## src/hdl/assert_macros.svh

```systemverilog
// Assertion helpers used by the top-level file to check this block.
`ifndef ASSERT_MACROS_SVH
`define ASSERT_MACROS_SVH

// Checks a property on every rising clock edge outside reset.
`define MCK_ASSERT(name, prop, msg) \
   name: assert property (@(posedge clock) disable iff (reset) (prop)) else $error(msg);

// Checks that a condition implies another in the same cycle.
`define MCK_ASSERT_IMPL(name, ante, cons, msg) \
   name: assert property (@(posedge clock) disable iff (reset) (ante) |-> (cons)) else $error(msg);

`endif

```

## src/hdl/mck_pkg.sv

```systemverilog
package mck_pkg;

   localparam int CHAR_W      = 8;
   localparam int WPM_W       = 8;
   localparam int PITCH_W     = 16;
   localparam int DUR_W       = 14;
   localparam int DOT_W       = 11;
   localparam int CODE_W      = 8;
   localparam int TABLE_SIZE  = 90;
   localparam int TABLE_IDX_W = 7;
   localparam int CSR_INDEX_W = 8;
   localparam int CSR_DATA_W  = 16;
   localparam int QUEUE_DEPTH = 2;
   localparam int QUEUE_PTR_W = 1;
   localparam int QUEUE_CNT_W = 2;
   localparam int DIV_CNT_W   = 4;
   localparam int RSP_DATA_W  = 32;

   localparam logic [CSR_INDEX_W-1:0] REG_WPM   = 8'd0;
   localparam logic [CSR_INDEX_W-1:0] REG_PITCH = 8'd1;

   localparam logic [WPM_W-1:0]   WPM_RESET   = 8'd20;
   localparam logic [PITCH_W-1:0] PITCH_RESET = 16'd440;
   localparam logic [DOT_W-1:0]   DOT_NUMER   = 11'd1200;
   localparam logic [DOT_W-1:0]   DOT_RESET   = 11'd60;

   localparam logic [CHAR_W-1:0] ASCII_SPACE = 8'd32;
   localparam logic [CHAR_W-1:0] TABLE_FIRST = 8'd33;
   localparam logic [CHAR_W-1:0] TABLE_LAST  = 8'd122;
   localparam logic [CODE_W-1:0] CODE_MARKER = 8'd1;

   localparam logic [CODE_W-1:0] CODE_TABLE [0:TABLE_SIZE-1] = '{
      8'd107, 8'd82,  8'd1,   8'd137, 8'd1,   8'd40,  8'd94,  8'd109, 8'd109, 8'd1,
      8'd42,  8'd115, 8'd97,  8'd85,  8'd50,  8'd63,  8'd62,  8'd60,  8'd56,  8'd48,
      8'd32,  8'd33,  8'd35,  8'd39,  8'd47,  8'd120, 8'd53,  8'd1,   8'd49,  8'd1,
      8'd76,  8'd69,  8'd6,   8'd17,  8'd21,  8'd9,   8'd2,   8'd20,  8'd11,  8'd16,
      8'd4,   8'd30,  8'd13,  8'd18,  8'd7,   8'd5,   8'd15,  8'd22,  8'd27,  8'd10,
      8'd8,   8'd3,   8'd12,  8'd24,  8'd14,  8'd25,  8'd29,  8'd19,  8'd1,   8'd1,
      8'd1,   8'd1,   8'd77,  8'd94,  8'd6,   8'd17,  8'd21,  8'd9,   8'd2,   8'd20,
      8'd11,  8'd16,  8'd4,   8'd30,  8'd13,  8'd18,  8'd7,   8'd5,   8'd15,  8'd22,
      8'd27,  8'd10,  8'd8,   8'd3,   8'd12,  8'd24,  8'd14,  8'd25,  8'd29,  8'd19
   };

   typedef struct packed {
      logic              is_space;
      logic [CODE_W-1:0] code;
   } cmd_type;

   typedef struct packed {
      logic               tone_on;
      logic [PITCH_W-1:0] pitch_hz;
      logic [DUR_W-1:0]   duration_ms;
      logic               last_segment;
   } seg_type;

endpackage

```

## src/hdl/morse_character_keyer_top.sv

```systemverilog
// Morse character keyer: turns ASCII characters into timed keying segments.
// The req channel takes one character per transfer in req_tdata. Each character
// gives up to fifteen segments on the rsp channel: tone_on in rsp_tuser, the pitch
// and the duration in milliseconds in rsp_tdata, and rsp_tlast on the closing gap.
// Characters outside the code table other than space give no segments.
// The csr channel writes the speed (index 0) or the pitch (index 1).
// A character transfer is written to the queue, popped by the sequencer, and its
// first segment registered; segments then follow one per cycle while the receiver
// takes them. The sequencer spends an idle step popping each character first.
// A two-entry queue separates the character decoder from the sequencer.
// A speed write runs a serial division for the dot length, and req_tready and
// csr_ready stay low until it completes.
// Reset restores 20 words per minute and 440 Hz, and empties the queue.
// When the receiver stalls, the current segment holds, the sequencer waits, and
// characters are taken until the queue is full.
`include "assert_macros.svh"

module morse_character_keyer_top
   import mck_pkg::*;
(
   input  logic                   clock,
   input  logic                   reset,
   input  logic                   req_tvalid,
   output logic                   req_tready,
   input  logic [CHAR_W-1:0]      req_tdata,    // [7:0] ascii_char
   output logic                   rsp_tvalid,
   input  logic                   rsp_tready,
   output logic [RSP_DATA_W-1:0]  rsp_tdata,    // [15:0] pitch_hz, [29:16] duration_ms
   output logic                   rsp_tuser,    // [0] tone_on
   output logic                   rsp_tlast,
   input  logic                   csr_valid,
   output logic                   csr_ready,
   input  logic [CSR_INDEX_W-1:0] csr_index,
   input  logic [CSR_DATA_W-1:0]  csr_data
);

   logic [PITCH_W-1:0] pitch_ff, pitch_in;
   logic               div_busy;
   logic [DOT_W-1:0]   dot;
   logic               div_start;
   logic               csr_write;
   logic               push;
   cmd_type            push_cmd;
   logic               q_full;
   logic               q_not_empty;
   cmd_type            q_head;
   logic               pop;
   seg_type            seg;

   assign csr_ready = !div_busy;
   assign csr_write = csr_valid && csr_ready;
   assign div_start = csr_write && (csr_index == REG_WPM);
   assign pitch_in  = (csr_write && (csr_index == REG_PITCH)) ? csr_data : pitch_ff;

   always_ff @(posedge clock) begin
      if (reset) begin
         pitch_ff <= PITCH_RESET;
      end else begin
         pitch_ff <= pitch_in;
      end
   end

   mck_div u_div (
      .clock   (clock),
      .reset   (reset),
      .start   (div_start),
      .divisor (csr_data[WPM_W-1:0]),
      .busy    (div_busy),
      .dot     (dot)
   );

   mck_front u_front (
      .req_tvalid (req_tvalid),
      .req_tdata  (req_tdata),
      .hold       (div_busy),
      .q_full     (q_full),
      .req_tready (req_tready),
      .push       (push),
      .cmd        (push_cmd)
   );

   mck_queue u_queue (
      .clock     (clock),
      .reset     (reset),
      .push      (push),
      .push_cmd  (push_cmd),
      .pop       (pop),
      .full      (q_full),
      .not_empty (q_not_empty),
      .head      (q_head)
   );

   mck_back u_back (
      .clock       (clock),
      .reset       (reset),
      .q_not_empty (q_not_empty),
      .q_head      (q_head),
      .pop         (pop),
      .dot         (dot),
      .pitch       (pitch_ff),
      .rsp_tready  (rsp_tready),
      .rsp_tvalid  (rsp_tvalid),
      .rsp_seg     (seg)
   );

   assign rsp_tdata = {2'b00, seg.duration_ms, seg.pitch_hz};
   assign rsp_tuser = seg.tone_on;
   assign rsp_tlast = seg.last_segment;

   `MCK_ASSERT_IMPL(a_silent_no_pitch, rsp_tvalid && !rsp_tuser, rsp_tdata[15:0] == 16'd0,
      "silent segment carries a pitch")
   `MCK_ASSERT_IMPL(a_tone_not_last, rsp_tvalid && rsp_tuser, !rsp_tlast,
      "tone segment marked as last")
   `MCK_ASSERT_IMPL(a_no_req_while_div, div_busy, !req_tready && !push,
      "character taken while dot length is being computed")

endmodule

```

## src/hdl/mck_div.sv

```systemverilog
module mck_div
   import mck_pkg::*;
(
   input  logic             clock,
   input  logic             reset,
   input  logic             start,
   input  logic [WPM_W-1:0] divisor,
   output logic             busy,
   output logic [DOT_W-1:0] dot
);

   logic                 busy_ff, busy_in;
   logic [DIV_CNT_W-1:0] cnt_ff, cnt_in;
   logic [WPM_W-1:0]     rem_ff, rem_in;
   logic [WPM_W-1:0]     dvs_ff, dvs_in;
   logic [DOT_W-1:0]     quo_ff, quo_in;
   logic [DOT_W-1:0]     dot_ff, dot_in;
   logic [WPM_W:0]       trial;
   logic                 qbit;

   always_comb begin
      busy_in = busy_ff;
      cnt_in  = cnt_ff;
      rem_in  = rem_ff;
      dvs_in  = dvs_ff;
      quo_in  = quo_ff;
      dot_in  = dot_ff;
      trial   = {rem_ff, quo_ff[DOT_W-1]};
      qbit    = (trial >= {1'b0, dvs_ff});
      if (start) begin
         busy_in = 1'b1;
         cnt_in  = '0;
         rem_in  = '0;
         dvs_in  = (divisor == '0) ? WPM_W'(1) : divisor;
         quo_in  = DOT_NUMER;
      end else if (busy_ff) begin
         rem_in = qbit ? WPM_W'(trial - {1'b0, dvs_ff}) : trial[WPM_W-1:0];
         quo_in = {quo_ff[DOT_W-2:0], qbit};
         cnt_in = cnt_ff + DIV_CNT_W'(1);
         if (cnt_ff == DIV_CNT_W'(DOT_W - 1)) begin
            busy_in = 1'b0;
            dot_in  = {quo_ff[DOT_W-2:0], qbit};
         end
      end
   end

   always_ff @(posedge clock) begin
      if (reset) begin
         busy_ff <= 1'b0;
         dot_ff  <= DOT_RESET;
      end else begin
         busy_ff <= busy_in;
         dot_ff  <= dot_in;
      end
      cnt_ff <= cnt_in;
      rem_ff <= rem_in;
      dvs_ff <= dvs_in;
      quo_ff <= quo_in;
   end

   assign busy = busy_ff;
   assign dot  = dot_ff;

endmodule

```

## src/hdl/mck_front.sv

```systemverilog
module mck_front
   import mck_pkg::*;
(
   input  logic              req_tvalid,
   input  logic [CHAR_W-1:0] req_tdata,
   input  logic              hold,
   input  logic              q_full,
   output logic              req_tready,
   output logic              push,
   output cmd_type           cmd
);

   logic [CHAR_W-1:0]      offset;
   logic [TABLE_IDX_W-1:0] idx;
   logic                   in_table;
   logic                   is_space;

   assign req_tready = !hold && !q_full;
   assign offset     = req_tdata - TABLE_FIRST;
   assign idx        = offset[TABLE_IDX_W-1:0];
   assign in_table   = (req_tdata >= TABLE_FIRST) && (req_tdata <= TABLE_LAST);
   assign is_space   = (req_tdata == ASCII_SPACE);

   always_comb begin
      cmd.is_space = is_space;
      cmd.code     = in_table ? CODE_TABLE[idx] : CODE_MARKER;
      push         = req_tvalid && req_tready && (is_space || in_table);
   end

endmodule

```

## src/hdl/mck_queue.sv

```systemverilog
module mck_queue
   import mck_pkg::*;
(
   input  logic    clock,
   input  logic    reset,
   input  logic    push,
   input  cmd_type push_cmd,
   input  logic    pop,
   output logic    full,
   output logic    not_empty,
   output cmd_type head
);

   cmd_type                mem_ff [0:QUEUE_DEPTH-1];
   logic [QUEUE_PTR_W-1:0] wr_ptr_ff, wr_ptr_in;
   logic [QUEUE_PTR_W-1:0] rd_ptr_ff, rd_ptr_in;
   logic [QUEUE_CNT_W-1:0] count_ff, count_in;

   assign full      = (count_ff == QUEUE_CNT_W'(QUEUE_DEPTH));
   assign not_empty = (count_ff != '0);
   assign head      = mem_ff[rd_ptr_ff];

   always_comb begin
      wr_ptr_in = push ? wr_ptr_ff + QUEUE_PTR_W'(1) : wr_ptr_ff;
      rd_ptr_in = pop ? rd_ptr_ff + QUEUE_PTR_W'(1) : rd_ptr_ff;
      count_in  = count_ff + QUEUE_CNT_W'(push) - QUEUE_CNT_W'(pop);
   end

   always_ff @(posedge clock) begin
      if (reset) begin
         wr_ptr_ff <= '0;
         rd_ptr_ff <= '0;
         count_ff  <= '0;
      end else begin
         wr_ptr_ff <= wr_ptr_in;
         rd_ptr_ff <= rd_ptr_in;
         count_ff  <= count_in;
      end
      if (push) begin
         mem_ff[wr_ptr_ff] <= push_cmd;
      end
   end

endmodule

```

## src/hdl/mck_back.sv

```systemverilog
module mck_back
   import mck_pkg::*;
(
   input  logic               clock,
   input  logic               reset,
   input  logic               q_not_empty,
   input  cmd_type            q_head,
   output logic               pop,
   input  logic [DOT_W-1:0]   dot,
   input  logic [PITCH_W-1:0] pitch,
   input  logic               rsp_tready,
   output logic               rsp_tvalid,
   output seg_type            rsp_seg
);

   localparam logic [1:0] ST_IDLE  = 2'd0;
   localparam logic [1:0] ST_SPACE = 2'd1;
   localparam logic [1:0] ST_TONE  = 2'd2;
   localparam logic [1:0] ST_GAP   = 2'd3;

   logic [1:0]        state_ff, state_in;
   logic [CODE_W-1:0] code_ff, code_in;
   logic              valid_ff, valid_in;
   seg_type           seg_ff, seg_in;
   logic              adv;
   logic [DUR_W-1:0]  dot1, dot2, dot3, dot7;

   assign dot1 = {3'b000, dot};
   assign dot2 = {2'b00, dot, 1'b0};
   assign dot3 = dot2 + dot1;
   assign dot7 = {dot, 3'b000} - dot1;
   assign adv  = !valid_ff || rsp_tready;

   always_comb begin
      state_in = state_ff;
      code_in  = code_ff;
      valid_in = valid_ff && !rsp_tready;
      seg_in   = seg_ff;
      pop      = 1'b0;
      unique case (state_ff)
         ST_IDLE: begin
            if (q_not_empty) begin
               pop      = 1'b1;
               code_in  = q_head.code;
               state_in = q_head.is_space ? ST_SPACE : ST_TONE;
            end
         end
         ST_SPACE: begin
            if (adv) begin
               valid_in = 1'b1;
               seg_in   = '{tone_on: 1'b0, pitch_hz: '0, duration_ms: dot7, last_segment: 1'b1};
               state_in = ST_IDLE;
            end
         end
         ST_TONE: begin
            if (adv) begin
               valid_in = 1'b1;
               if (code_ff > CODE_MARKER) begin
                  seg_in   = '{tone_on: 1'b1, pitch_hz: pitch,
                               duration_ms: code_ff[0] ? dot3 : dot1, last_segment: 1'b0};
                  state_in = ST_GAP;
               end else begin
                  seg_in   = '{tone_on: 1'b0, pitch_hz: '0, duration_ms: dot2,
                               last_segment: 1'b1};
                  state_in = ST_IDLE;
               end
            end
         end
         ST_GAP: begin
            if (adv) begin
               valid_in = 1'b1;
               seg_in   = '{tone_on: 1'b0, pitch_hz: '0, duration_ms: dot1, last_segment: 1'b0};
               code_in  = {1'b0, code_ff[CODE_W-1:1]};
               state_in = ST_TONE;
            end
         end
         default: begin
            state_in = ST_IDLE;
         end
      endcase
   end

   always_ff @(posedge clock) begin
      if (reset) begin
         state_ff <= ST_IDLE;
         valid_ff <= 1'b0;
      end else begin
         state_ff <= state_in;
         valid_ff <= valid_in;
      end
      code_ff <= code_in;
      seg_ff  <= seg_in;
   end

   assign rsp_tvalid = valid_ff;
   assign rsp_seg    = seg_ff;

endmodule

```

## config.mk

```make
export PLATFORM = sky130hd
export DESIGN_NAME = morse_character_keyer_top
export DESIGN_NICKNAME = d
export VERILOG_FILES = /design/src/hdl/mck_pkg.sv /design/src/hdl/morse_character_keyer_top.sv /design/src/hdl/mck_div.sv /design/src/hdl/mck_front.sv /design/src/hdl/mck_queue.sv /design/src/hdl/mck_back.sv
export VERILOG_INCLUDE_DIRS = /design/src /design/src/hdl
export SDC_FILE = /design/constraint.sdc
export NUM_CORES = 1
export LEC_CHECK = 0
export BUFFER_PORTS_ARGS = -buffer_cell sky130_fd_sc_hd__buf_2
export CORE_ASPECT_RATIO = 1.4
export CORE_MARGIN = 8
export CORE_UTILIZATION = 30
export DETAILED_ROUTE_END_ITERATION = 6
export PLACE_DENSITY = 0.57
export RECOVER_POWER = 100
export SLEW_MARGIN = 30
export SYNTH_ARGS = -nofsm -noshare
export SYNTH_HDL_FRONTEND = slang
export SYNTH_SLANG_ARGS = --single-unit
```

## constraint.sdc

```tcl
create_clock -name clock -period 2.8 [get_ports clock]
set_input_delay 0.28 -clock clock [delete_from_list [all_inputs] [get_ports clock]]
set_output_delay 0.28 -clock clock [all_outputs]
set_load 0.01 [all_outputs]
```

==> reports/qor.csv <==
metric;value;unit
final hold slack;0.0652;ns
synthesis warning total;0;
IO Count;74;
post-synthesis cell type count;74;
number of global-route vias before repair;6029;
delay of the slowest critical-path stage;0.62;ns
Setup Total Neg Slack;0;ns
Leak;3.56;nW
crit end category;flop;
Crit Path Max Fanout;9;
fillcell total;2578;
share of layout cells above drive strength 1;11.9;%
Initial Utilization;30.3;%
Max Freq;372;MHz
largest net degree at the start of global routing;28;
Clock Latency Late Sink;0.43;ns
area fraction in compound gates after synthesis;17.2;%
Root Driver;clkbuf_16;
PwrDens;714;nW/um2
Worst path slowest cell;or4_1;
Crit path required time;2.96;ns
status;completed;
fraction of registers with async set/reset;0;%
CTS sink cnt;125;
final antenna-violating net count;0;
Pins Over Slew Limit;0;
Post-Syn Instances;787;
antenna violations before repair;0;
Min Clock Period, post-route;2.69;ns
Crit Path Category;flop to flop;
Rel. slew slack;14.9;%
Final #Nets;952;
detailed placement HPWL;14.2;mm
Overflow after GRT;0;
mapped cell area;7430;um2
Final Skew;0.0112;ns
VDD IR max;0.513;mV
DR WL/cell;16.0;um
drt first-iter violations;300;
die width;149;um
Setup Viol. Count Final;0;
sequential area share after synthesis;42.6;%
Adder-Cell Fraction of Synth Area;8.29;%
Resized Gates After CTS;0;
syn avg cell area;9.44;um2
CTS H-tree depth;4;
footprint of the multi-input gates;3920;um2
PortBufs;71;
Final period util;96.1;%
mux cell area share after synthesis;6.30;%
CTS tree;built;
Area growth, synth to finish;18.6;%
clock buffer count from CTS;17;
Post-Synth XOR/XNOR Area;4.03;%
Worst-Margin Slew;1.28;ns
Seq. cell area;3160;um2
Clk pin slew, worst setup/hold paths;0.06;ns
row count;68;
die height;202;um
first-pass GRT wire length;30.9;mm
GRT Total Usage;12.8;%
clk buf depth;2;
Main synth FF type;edfxtp_1;
Setup Buffers After CTS;0;
Vias;6019;
Worst setup SP type;flop;
Residual DRC;0;
antenna cells;0;
gpl congestion;0.915;
worst hold path type;input pin to flop;
#FFs+latches synth;125;
Final Hold Violating Endpoints;0;
drt first pass iters;5;
Core Area;24500;um2
Cell Chain, Critical Path;or4_1, or4_1, a21o_1, a221oi_1, o21a_1, a21oi_1;
post-DR vias/cell;5.04;
Post-synth EDFFs;66;
RSZ-0062 raised after global routing;false;
Hold Buf Count CTS;0;
Detailed Route WL;19.1;mm
largest family of logic cells by synthesized area;compound AO/OA/AOI/OAI gates;
Die Area;30100;um2
simple-gate portion of the synthesized area;16.8;%
critical path's most frequent cell;or4_1;
maxcap violations;0;
CP arrival;2.85;ns
## area by class of cell
type | count | share of cell area (%)
Clock buffer | 19 | 5.27
Clock inverter | 13 | 1.87
Inverter | 35 | 1.49
Multi-Input combinational cell | 577 | 44.4
Sequential cell | 125 | 35.9
Tap cell | 315 | 4.47
Timing Repair Buffer | 111 | 6.56
## path summary, 6_finish.rpt
kind,start,end,slack [ns],cells after the start
max,u_back.code_ff[6],u_back.rsp_seg[10],0.11,6
min,csr_data[8],pitch_ff[8],0.07,3
max reg2reg,u_back.code_ff[6],u_back.rsp_seg[10],0.11,6
min reg2reg,u_div.rem_ff[7],u_div.rem_ff[7],0.47,2
## per-layer routing
layer | up-vias | part of all wire, % | GRT usage, %
met5 | - | 0 | 0
met4 | 0 | 2.0 | 5.17
met3 | 34 | 5.0 | 3.09
met2 | 147 | 51 | 22.6
met1 | 2800 | 42 | 14.3
li1 | 3038 | - | -
## kinds of logic (layout without fill, tap and decap cells)
group / after synthesis / count (layout)
buffers and inverters: 86 / 178
xor gates and xnor gates: 32 / 32
muxes: 46 / 46
adders and majority gates: 48 / 48
AOI/OAI and AO/OA: 194 / 194
and+or+nand+nor: 255 / 255
DFF: 125 / 125
other: 1 / 2
## synth_stat cells (3+ instances only)
cell type	count	area share [%]
nor2_1	90	4.5
edfxtp_1	66	27
dfxtp_1	59	16
nand2_1	56	2.8
ha_1	46	7.7
o21ai_0	45	3.0
mux2i_1	43	5.8
a21oi_1	41	2.8
clkbuf_1	41	2.1
inv_1	34	1.7
nor3_1	19	1.3
and3_1	17	1.4
xor2_1	17	2.0
xnor2_1	14	1.7
nor2b_1	13	1.1
o211ai_1	13	1.3
a21o_1	12	1.2
nand3_1	11	0.74
a211oi_1	10	1.0
a31oi_1	9	0.76
o21a_1	9	0.91
o31ai_1	9	0.91
a221oi_1	7	0.83
nand4_1	7	0.59
nor4_1	7	0.59
nor3b_1	5	0.51
or3_1	5	0.42
and2_1	4	0.34
buf_2	4	0.27
o22ai_1	4	0.34
o311ai_0	4	0.47
o32ai_1	4	0.47
nand3b_1	3	0.30
o21bai_1	3	0.30
o221ai_1	3	0.35
## state kept, by name, indices dropped and copies added (netlist names), named ones only
name and count:
u_back.rsp_seg 32, u_div.busy 1, u_queue.mem_ff 18, u_back.code_ff 8, u_queue.rd_ptr_ff 1, u_queue.count_ff 2, u_div.dvs_ff 8, u_back.rsp_tvalid 1
u_queue.wr_ptr_ff 1, u_div.cnt_ff 4, u_div.rem_ff 8, u_div.quo_ff 11, pitch_ff 16, u_back.state_ff 2, u_div.dot 11
## power breakdown
group | internal, mW | leakage, nW | switching (mW)
Sequential | 2.36 | 1.09 | 0.172
Combinational | 0.513 | 2.16 | 0.933
Clock | 1.42 | 0.308 | 0.898
Total | 4.29 | 3.56 | 2.00
## layout by cell type (no fill, tap or decap), drive strengths merged, types with 5 or more instances in the layout
cell and n:
or3 5, a31oi 9, nand3 11, inv 42
a21o 12, a21oi 41, ha 46, edfxtp 66
o211ai 13, nor3 19, nand2 58, dfxtp 59
nor3b 5, clkbuf 72, nand4 7, buf 58
and3 17, o21ai 45, o21a 9, xnor2 14
a221oi 7, nor2 92, and2 5, xor2 18
nor2b 13, a211oi 10, nor4 7, mux2i 43
o31ai 9
## critical path, delay by kind of cell (launching register included)
kind	cells	cell delay, ns
compound gates	4	0.86
flops	1	0.39
simple gates	2	1.17
## per-stage QoR
step                      cell area [um2]  setup WS [ns]  utilization (%)  instances  total power, mW
final                                8810          0.111             36.0       1195             6.30
after global routing                 8810         0.0144             36.0       1195             6.63
after CTS                            8910          0.126             36.4       1195             6.44
after detailed placement             8290          0.138             33.8       1163             4.08
after global placement               8290          0.160             33.8       1163             4.07
after floorplan                      7440         0.0278                -        788             3.50
(Power assumes the default switching activity.)
